[src/hw/rtl/ole_pkg.sv]
// Shared types and constants for the ordered list engine.
// Request/response structs, op codes and cell control. No dependencies.
`default_nettype none

package ole_pkg;

    localparam int ITEM_W = 32;
    localparam int POS_W  = 5;
    localparam int MASK_W = 32;

    localparam logic [1:0] OP_APPEND   = 2'd0;
    localparam logic [1:0] OP_INSERT   = 2'd1;
    localparam logic [1:0] OP_CONTAINS = 2'd2;
    localparam logic [1:0] OP_REMOVE   = 2'd3;

    typedef struct packed {
        logic [1:0]        op;
        logic [ITEM_W-1:0] item_value;
        logic [POS_W-1:0]  position;
    } t_cmd;

    typedef struct packed {
        logic             success;
        logic             full_refused;
        logic [POS_W-1:0] entry_count;
    } t_rsp;

    typedef struct packed {
        logic ins;
        logic rem;
    } t_cell_ctl;

endpackage

`default_nettype wire

[src/hw/rtl/ordered_list_engine.sv]
// Ordered list engine top level: control, count, mask register, cell chain.
// Depends on ole_pkg and ole_cell.
//
// Usage:
//   Command channel (i_cmd_valid/o_cmd_ready, i_cmd) carries one request:
//   append, insert at position, contains or remove first match. Response
//   channel (o_rsp_valid/i_rsp_ready, o_rsp) returns one result per request
//   with success, full_refused and the entry count after the request.
//   Config channel (i_cfg_valid/o_cfg_ready, i_cfg_data) writes the match
//   mask; it is always ready. Write it only while the engine is idle.
//   The response is registered and is valid in the cycle after the request is
//   taken. Throughput: one request per cycle; all cells compare and shift in
//   the same cycle, and the first-match flag ripples down the cell chain.
//   A stalled receiver holds the response register; a new request is taken
//   in the cycle the pending response leaves, so the command side stalls
//   only while a response waits.
//   Reset: count clears to zero (list empty), mask goes to all ones. Entry
//   storage is not cleared; only positions below the count are ever used.
`default_nettype none

module ordered_list_engine
    import ole_pkg::*;
#(
    parameter int CAPACITY   = 16,
    parameter int VALUE_BITS = 32
) (
    input  wire logic              i_clk,
    input  wire logic              i_rst_n,
    input  wire logic              i_cmd_valid,
    output logic                   o_cmd_ready,
    input  wire t_cmd              i_cmd,
    output logic                   o_rsp_valid,
    input  wire logic              i_rsp_ready,
    output t_rsp                   o_rsp,
    input  wire logic              i_cfg_valid,
    output logic                   o_cfg_ready,
    input  wire logic [MASK_W-1:0] i_cfg_data
);

    localparam int CNT_W   = $clog2(CAPACITY + 1);
    localparam int CMP_W   = (CNT_W > POS_W) ? CNT_W : POS_W;
    localparam int VEXT_W  = (VALUE_BITS > ITEM_W) ? VALUE_BITS : ITEM_W;
    localparam logic [CNT_W-1:0] CAP_C = CNT_W'(CAPACITY);

    logic [MASK_W-1:0] r_mask;
    logic [CNT_W-1:0]  r_count;
    logic [CNT_W-1:0]  n_count;
    logic              r_rsp_valid;
    t_rsp              r_rsp;

    logic              w_accept;
    logic [VEXT_W-1:0] w_item_ext;
    logic [VEXT_W-1:0] w_mask_ext;
    logic [VALUE_BITS-1:0] w_item;
    logic [VALUE_BITS-1:0] w_mask;
    logic              w_is_add;
    logic              w_is_rem;
    logic [CMP_W-1:0]  w_pos_c;
    logic [CMP_W-1:0]  w_count_c;
    logic [CMP_W-1:0]  w_ncount_c;
    logic              w_pos_bad;
    logic              w_full;
    logic              w_add_ok;
    logic              w_hit;
    t_cell_ctl         w_ctl;

    logic [VALUE_BITS-1:0] w_val   [CAPACITY];
    logic                  w_found [CAPACITY+1];

    assign o_cfg_ready = 1'b1;
    assign o_cmd_ready = !r_rsp_valid || i_rsp_ready;
    assign w_accept    = i_cmd_valid && o_cmd_ready;

    assign w_item_ext = VEXT_W'(i_cmd.item_value);
    assign w_mask_ext = VEXT_W'(r_mask);
    assign w_item     = w_item_ext[VALUE_BITS-1:0];
    assign w_mask     = w_mask_ext[VALUE_BITS-1:0];

    assign w_is_add  = (i_cmd.op == OP_APPEND) || (i_cmd.op == OP_INSERT);
    assign w_is_rem  = (i_cmd.op == OP_REMOVE);
    assign w_count_c = CMP_W'(r_count);
    assign w_pos_c   = (i_cmd.op == OP_APPEND) ? w_count_c : CMP_W'(i_cmd.position);
    assign w_pos_bad = w_pos_c > w_count_c;
    assign w_full    = (r_count == CAP_C);
    assign w_add_ok  = w_is_add && !w_pos_bad && !w_full;
    assign w_hit     = w_found[CAPACITY];

    assign w_ctl.ins = w_accept && w_add_ok;
    assign w_ctl.rem = w_accept && w_is_rem;

    always_comb begin
        n_count = r_count;
        if (w_ctl.ins) begin
            n_count = r_count + CNT_W'(1);
        end else if (w_ctl.rem && w_hit) begin
            n_count = r_count - CNT_W'(1);
        end
    end

    assign w_ncount_c = CMP_W'(n_count);

    assign w_found[0] = 1'b0;

    for (genvar g = 0; g < CAPACITY; g++) begin : g_cell
        logic [VALUE_BITS-1:0] w_left;
        logic [VALUE_BITS-1:0] w_right;

        if (g == 0) begin : g_head
            assign w_left = w_item;
        end else begin : g_mid_l
            assign w_left = w_val[g-1];
        end

        if (g == CAPACITY - 1) begin : g_tail
            assign w_right = w_val[g];
        end else begin : g_mid_r
            assign w_right = w_val[g+1];
        end

        ole_cell #(
            .VALUE_BITS (VALUE_BITS),
            .CNT_W      (CNT_W),
            .CELL_INDEX (g)
        ) u_cell (
            .i_clk         (i_clk),
            .i_ctl         (w_ctl),
            .i_pos         (w_pos_c[CNT_W-1:0]),
            .i_count       (r_count),
            .i_item        (w_item),
            .i_mask        (w_mask),
            .i_left_value  (w_left),
            .i_right_value (w_right),
            .i_found       (w_found[g]),
            .o_value       (w_val[g]),
            .o_found       (w_found[g+1])
        );
    end

    always_ff @(posedge i_clk) begin
        if (!i_rst_n) begin
            r_mask      <= '1;
            r_count     <= '0;
            r_rsp_valid <= 1'b0;
        end else begin
            if (i_cfg_valid && o_cfg_ready) begin
                r_mask <= i_cfg_data;
            end
            r_count <= n_count;
            if (w_accept) begin
                r_rsp_valid <= 1'b1;
            end else if (i_rsp_ready) begin
                r_rsp_valid <= 1'b0;
            end
        end
    end

    always_ff @(posedge i_clk) begin
        if (w_accept) begin
            r_rsp.success      <= w_is_add ? w_add_ok : w_hit;
            r_rsp.full_refused <= w_is_add && !w_pos_bad && w_full;
            r_rsp.entry_count  <= w_ncount_c[POS_W-1:0];
        end
    end

    assign o_rsp_valid = r_rsp_valid;
    assign o_rsp       = r_rsp;

    // count stays within the list bound
    a_count_bound: assert property (@(posedge i_clk) disable iff (!i_rst_n)
        r_count <= CAP_C)
        else $error("list count above capacity");

    // refused and succeeded are exclusive
    a_rsp_excl: assert property (@(posedge i_clk) disable iff (!i_rst_n)
        o_rsp_valid |-> !(o_rsp.success && o_rsp.full_refused))
        else $error("response both successful and refused");

    // a full refusal only happens on a full list, and leaves it unchanged
    a_full_refuse: assert property (@(posedge i_clk) disable iff (!i_rst_n)
        w_accept |=> (!o_rsp.full_refused ||
                      ($past(r_count) == CAP_C && r_count == CAP_C)))
        else $error("full refusal on a list that was not full");

    // a request without success leaves the count alone
    a_fail_stable: assert property (@(posedge i_clk) disable iff (!i_rst_n)
        w_accept |=> (o_rsp.success || r_count == $past(r_count)))
        else $error("count changed on an unsuccessful request");

endmodule

`default_nettype wire

[src/hw/rtl/ole_cell.sv]
// One list position: holds an entry, compares it, shifts with its neighbors.
// Depends on ole_pkg (t_cell_ctl).
`default_nettype none

module ole_cell
    import ole_pkg::*;
#(
    parameter int VALUE_BITS = 32,
    parameter int CNT_W      = 5,
    parameter int CELL_INDEX = 0
) (
    input  wire logic                  i_clk,
    input  wire t_cell_ctl             i_ctl,
    input  wire logic [CNT_W-1:0]      i_pos,
    input  wire logic [CNT_W-1:0]      i_count,
    input  wire logic [VALUE_BITS-1:0] i_item,
    input  wire logic [VALUE_BITS-1:0] i_mask,
    input  wire logic [VALUE_BITS-1:0] i_left_value,
    input  wire logic [VALUE_BITS-1:0] i_right_value,
    input  wire logic                  i_found,
    output logic [VALUE_BITS-1:0]      o_value,
    output logic                       o_found
);

    localparam logic [CNT_W-1:0] IDX = CNT_W'(CELL_INDEX);

    logic [VALUE_BITS-1:0] r_value;
    logic [VALUE_BITS-1:0] n_value;
    logic                  w_match;

    assign w_match = (IDX < i_count) && !(|((r_value ^ i_item) & i_mask));
    assign o_found = i_found | w_match;
    assign o_value = r_value;

    always_comb begin
        n_value = r_value;
        if (i_ctl.ins) begin
            if (IDX == i_pos) begin
                n_value = i_item;
            end else if (IDX > i_pos) begin
                n_value = i_left_value;
            end
        end else if (i_ctl.rem && o_found) begin
            n_value = i_right_value;
        end
    end

    always_ff @(posedge i_clk) begin
        r_value <= n_value;
    end

endmodule

`default_nettype wire

[config.mk]
export PLATFORM = sky130hd
export DESIGN_NAME = ordered_list_engine
export DESIGN_NICKNAME = d
export VERILOG_FILES = /design/src/hw/rtl/ole_pkg.sv /design/src/hw/rtl/ordered_list_engine.sv /design/src/hw/rtl/ole_cell.sv
export SDC_FILE = /design/constraint.sdc
export NUM_CORES = 2
export LEC_CHECK = 0
export BUFFER_PORTS_ARGS = -buffer_cell sky130_fd_sc_hd__buf_2
export CORE_UTILIZATION = 43
export CTS_BUF_LIST = sky130_fd_sc_hd__clkbuf_4 sky130_fd_sc_hd__clkbuf_8
export CTS_CLUSTER_SIZE = 16
export DETAILED_ROUTE_END_ITERATION = 10
export PLACE_DENSITY = 0.69
export RECOVER_POWER = 50
export SLEW_MARGIN = 20
export SYNTH_ARGS = -nofsm -noshare
export SYNTH_HDL_FRONTEND = slang
export SYNTH_SLANG_ARGS = --single-unit
[constraint.sdc]
create_clock -name i_clk -period 7.5 [get_ports i_clk]
set_input_delay 1.5 -clock i_clk [delete_from_list [all_inputs] [get_ports i_clk]]
set_output_delay 1.5 -clock i_clk [all_outputs]
set_load 0.02 [all_outputs]
==> implementation parameters <==
Parameter                              Value

Status
  Outcome ... complete, but fails checks
  Failing checks ... design-rule violations, max-capacitance violations, max-slew violations

Final layout
  Synth-to-layout area growth ... 8.16%
  Proportion of layout cells with a drive suffix above 1 ... 11.1%
  Fill cell instance count of the final layout ... 7947
  Area used by multi-input combinational logic ... 0.0187 mm2
  Post-Layout Cell Count ... 4788
  Register Area ... 0.0164 mm2
  Fin nets ... 3656

Clock tree
  H-Tree Level Count ... 3
  Hold bufs inserted after CTS ... 0
  Clock root cell ... sky130_fd_sc_hd__clkbuf_8
  Worst-skew pair later-pin latency ... 0.76 ns
  Setup bufs post-CTS ... 0
  Clock Pin Slew Worst Setup and Hold Paths ... 0.06 ns
  Resized Gates After CTS ... 0
  Total clock buffers created by CTS ... 99
  Clock tree from TritonCTS ... done
  Clock sink count ... 557
  Maximum number of buffers from clock root to sink ... 3

Logic synthesis
  Share of the synthesized netlist area taken by xor and xnor gates ... 12.3%
  Share of synthesized flip-flops with an asynchronous set or reset ... 0%
  Synth unique cells ... 65
  Largest family of logic cells by synthesized area ... multiplexers
  Leading cell types by total area after synthesis ... sky130_fd_sc_hd__edfxtp_1 43%, sky130_fd_sc_hd__mux2i_1 13%, sky130_fd_sc_hd__xor2_1 12%, sky130_fd_sc_hd__nand2_1 6.9%, sky130_fd_sc_hd__o21ai_0 6.3%
  Predominant post-synthesis flop cell ... sky130_fd_sc_hd__edfxtp_1
  Sequential cell area fraction in the yosys report ... 44.6%
  Cell taking the most area after synthesis ... sky130_fd_sc_hd__edfxtp_1
  EDFF count, synth ... 519
  Fraction of synthesized cell area taken by the top area cell type ... 42.5%
  Gate Count Post-Synth ... 3653
  Mean post-synth cell area ... 10.0 um2
  Area fraction in compound gates after synthesis ... 13.7%
  Yosys warnings ... 0
  Post-synthesis simple-gate area fraction ... 9.98%
  Multiplexer share of the synthesized area ... 14.3%
  Number of register bits inferred by synthesis ... 557
  Adder and majority cell fraction of the synthesized area ... 0.307%
  Post-Synthesis Net Count ... 3738
  Cell Area, Synth ... 0.0367 mm2

Global route
  Maximum number of pins on one net before global-route repair ... 277
  First-pass GRT wire length ... 200 mm
  Via count of the first global-routing pass ... 28.7k
  Total track usage ... 31.8%
  Global route total overflow ... 0
  Initial antenna violation count ... 12

Floorplan
  DIE WIDTH ... 294 um
  Number of core rows ... 106
  Area of the core ... 0.0840 mm2
  Y dimension of the die ... 294 um
  Initial Utilization ... 43.7%
  Floorplan die area ... 0.0864 mm2
  # IOs ... 86

Timing
  Crit share post-route ... 83.2%
  Hold violation total from the final report ... 0
  Total negative slack for setup checks ... 0 ns
  Worst hold slack after final layout ... 0.484 ns
  Max-slew headroom ... -103%
  Final max-slew violation count ... 152
  RSZ-0062 raised after global routing ... false
  Achievable clock frequency ... 0.160 GHz
  Final count of negative-setup-slack endpoints ... 0
  Transition time of the tightest slew-check pin ... 3.04 ns
  Setup slack after layout ... 1.26 ns
  Setup clock skew after layout ... 0.0542 ns
  Crit path time final ... 6.24 ns

Detailed routing
  Initial drt markers ... 4859
  Vias/cell ... 6.39
  Number of iterations in the first detailed-routing pass ... 11
  Detailed-route wire length ... 141 mm
  Total number of vias ... 30.6k
  Drc violations ... 1
  Antenna viol nets, final ... 0
  Average routed wire per standard cell ... 29.5 um

Placed design
  Buffers on Ports ... 84
  Post-placement setup slack ... 1.36 ns
  Routability Congestion ... 0.985
  Dpl hpwl ... 99.3 mm
  Cell count after placement ... 4604

Run
  Count of max-cap constraint violations ... 5

Setup path
  Worst endpoint data arrival time ... 6.61 ns
  Critical path class ... in2reg
  Startpoint type of the worst setup path ... input pin
  Endpoint type of the worst setup path ... flop
  Worst Path Max Fanout ... 22
  Required time of the critical path ... 7.87 ns

Power and ir drop
  Power density over cell area ... 193 mW/mm2
  Final Total Pwr ... 7.67 mW
  Maximum resistive drop on vdd ... 0.000125 V
  Leakage power total ... 17.6 nW

Worst hold path
  Hold Path Class ... reg2reg
cells in the final DEF, fill, tap and decap left out, types with 3 or more instances in the layout:
cell type and instances:
sky130_fd_sc_hd__nand2_1 664, sky130_fd_sc_hd__edfxtp_1 519, sky130_fd_sc_hd__xor2_1 512, sky130_fd_sc_hd__mux2i_1 486, sky130_fd_sc_hd__o21ai_0 462, sky130_fd_sc_hd__a22oi_1 260, sky130_fd_sc_hd__clkbuf_8 102, sky130_fd_sc_hd__buf_4 88
sky130_fd_sc_hd__nand4_1 78, sky130_fd_sc_hd__buf_2 73, sky130_fd_sc_hd__clkbuf_4 42, sky130_fd_sc_hd__mux2_2 33, sky130_fd_sc_hd__dfxtp_1 32, sky130_fd_sc_hd__nand3_1 28, sky130_fd_sc_hd__clkinv_1 18, sky130_fd_sc_hd__a21oi_1 18
sky130_fd_sc_hd__nor4_1 18, sky130_fd_sc_hd__nor2_1 17, sky130_fd_sc_hd__a22o_1 15, sky130_fd_sc_hd__clkbuf_1 15, sky130_fd_sc_hd__a222oi_1 14, sky130_fd_sc_hd__clkinv_2 14, sky130_fd_sc_hd__a221oi_1 13, sky130_fd_sc_hd__inv_1 12
sky130_fd_sc_hd__and3_1 9, sky130_fd_sc_hd__ha_1 9, sky130_fd_sc_hd__nor3_1 8, sky130_fd_sc_hd__nand2_2 6, sky130_fd_sc_hd__dfxtp_2 6, sky130_fd_sc_hd__and4_1 5, sky130_fd_sc_hd__or2_2 4, sky130_fd_sc_hd__o21a_1 3
sky130_fd_sc_hd__nand3_2 3, sky130_fd_sc_hd__a221oi_2 3, sky130_fd_sc_hd__a31oi_1 3, sky130_fd_sc_hd__xnor2_1 3, sky130_fd_sc_hd__inv_6 3, sky130_fd_sc_hd__clkbuf_2 3, sky130_fd_sc_hd__buf_12 3
metal layers:
layer,share of wire [%],routed length [um],GRT usage [%]
met2,42,59300,45.7
met1,41,57900,45.1
met5,0.13,189,0.851
met3,14,19500,10.1
met4,3.2,4480,9.40
power breakdown:
| group | switching (mW) | internal, mW |
|---|---|---|
| Clock | 1.42 | 1.55 |
| Combinational | 0.795 | 0.334 |
| Sequential | 0.0900 | 3.48 |
through the flow:
step / utilization [%] / cell area (um2)
6_report: 47.2 / 39600
5_1_grt: 47.2 / 39600
4_1_cts: 47.3 / 39700
3_5_place_dp: 45.0 / 37700
3_3_place_gp: 45.0 / 37700
2_1_floorplan: - / 36700
registers in the layout, indices dropped and copies added (netlist names):
register / flops
g_cell.u_cell.o_value: 512
r_mask: 32
o_rsp_valid: 1
o_rsp: 7
r_count: 5
cell families (layout without fill, tap and decap cells):
family / count (synthesis) / in the layout
xor gates and xnor gates: 515 / 515
muxes: 520 / 520
other: 1 / 3
and+or+nand+nor: 858 / 858
buffers and inverters: 380 / 379
AOI/OAI and AO/OA: 813 / 813
adders and majority gates: 9 / 9
DFF: 557 / 557
Yosys cell counts (2+ instances only):
master and instances:
sky130_fd_sc_hd__a21oi_2 2, sky130_fd_sc_hd__a21oi_1 16, sky130_fd_sc_hd__clkbuf_1 202, sky130_fd_sc_hd__o22ai_1 3, sky130_fd_sc_hd__a221oi_1 13, sky130_fd_sc_hd__inv_1 12
sky130_fd_sc_hd__a211oi_1 2, sky130_fd_sc_hd__or3_1 2, sky130_fd_sc_hd__a22o_1 15, sky130_fd_sc_hd__xnor2_1 3, sky130_fd_sc_hd__buf_2 106, sky130_fd_sc_hd__nor4_1 18
sky130_fd_sc_hd__clkinv_1 2, sky130_fd_sc_hd__xor2_1 512, sky130_fd_sc_hd__a31oi_1 2, sky130_fd_sc_hd__dfxtp_1 38, sky130_fd_sc_hd__a221oi_2 3, sky130_fd_sc_hd__nand4_1 78
sky130_fd_sc_hd__a222oi_1 14, sky130_fd_sc_hd__o21ai_0 465, sky130_fd_sc_hd__or2_2 4, sky130_fd_sc_hd__buf_1 13, sky130_fd_sc_hd__o21a_1 3, sky130_fd_sc_hd__nand2_1 672
sky130_fd_sc_hd__a22oi_1 259, sky130_fd_sc_hd__edfxtp_1 519, sky130_fd_sc_hd__and3_1 9, sky130_fd_sc_hd__mux2_2 34, sky130_fd_sc_hd__nor2_1 17, sky130_fd_sc_hd__buf_6 8
sky130_fd_sc_hd__and2_1 2, sky130_fd_sc_hd__buf_4 36, sky130_fd_sc_hd__ha_1 9, sky130_fd_sc_hd__mux2i_1 486, sky130_fd_sc_hd__nor3_1 8, sky130_fd_sc_hd__nor3b_1 2
sky130_fd_sc_hd__and4_1 5, sky130_fd_sc_hd__a32oi_1 2, sky130_fd_sc_hd__nand3_1 31
path summary, 6_finish.rpt:
| check | cells past startpoint | endpoint | slack (ns) | from |
|---|---|---|---|---|
| worst max-delay path | 15 | g_cell[2].u_cell.o_value[14] | 1.26 | i_cmd[38] |
| worst min-delay path | 2 | r_mask[17] | 0.48 | r_mask[17] |
| worst max register to register | 13 | g_cell[2].u_cell.o_value[14] | 2.01 | r_count[1] |
| worst min register to register | 2 | r_mask[17] | 0.48 | r_mask[17] |
cell type report:
class / instances / area share (%)
Antenna cell: 2 / 0.0126
Tap cell: 1134 / 3.58
Timing Repair Buffer: 183 / 2.94
Clock buffer: 143 / 4.32
Multi-Input combinational cell: 2716 / 47.1
Sequential cell: 557 / 41.2
Inverter: 14 / 0.133
Clock inverter: 39 / 0.697
worst max-delay path: stages:
cell and delay [ns]:
sky130_fd_sc_hd__clkbuf_1 0.15, sky130_fd_sc_hd__nor2_1 0.39, sky130_fd_sc_hd__mux2i_1 0.54, sky130_fd_sc_hd__clkinv_1 0.38
sky130_fd_sc_hd__ha_1 0.38, sky130_fd_sc_hd__nor2b_1 0.13, sky130_fd_sc_hd__o21a_1 0.16, sky130_fd_sc_hd__o21a_1 0.16
sky130_fd_sc_hd__o21ai_0 0.14, sky130_fd_sc_hd__a22oi_1 0.13, sky130_fd_sc_hd__nor2_1 0.15, sky130_fd_sc_hd__and3_1 0.20
sky130_fd_sc_hd__nand2_1 0.15, sky130_fd_sc_hd__o21ai_1 1.44, sky130_fd_sc_hd__buf_4 0.58
Note: power is estimated with default switching activity, not from simulation.
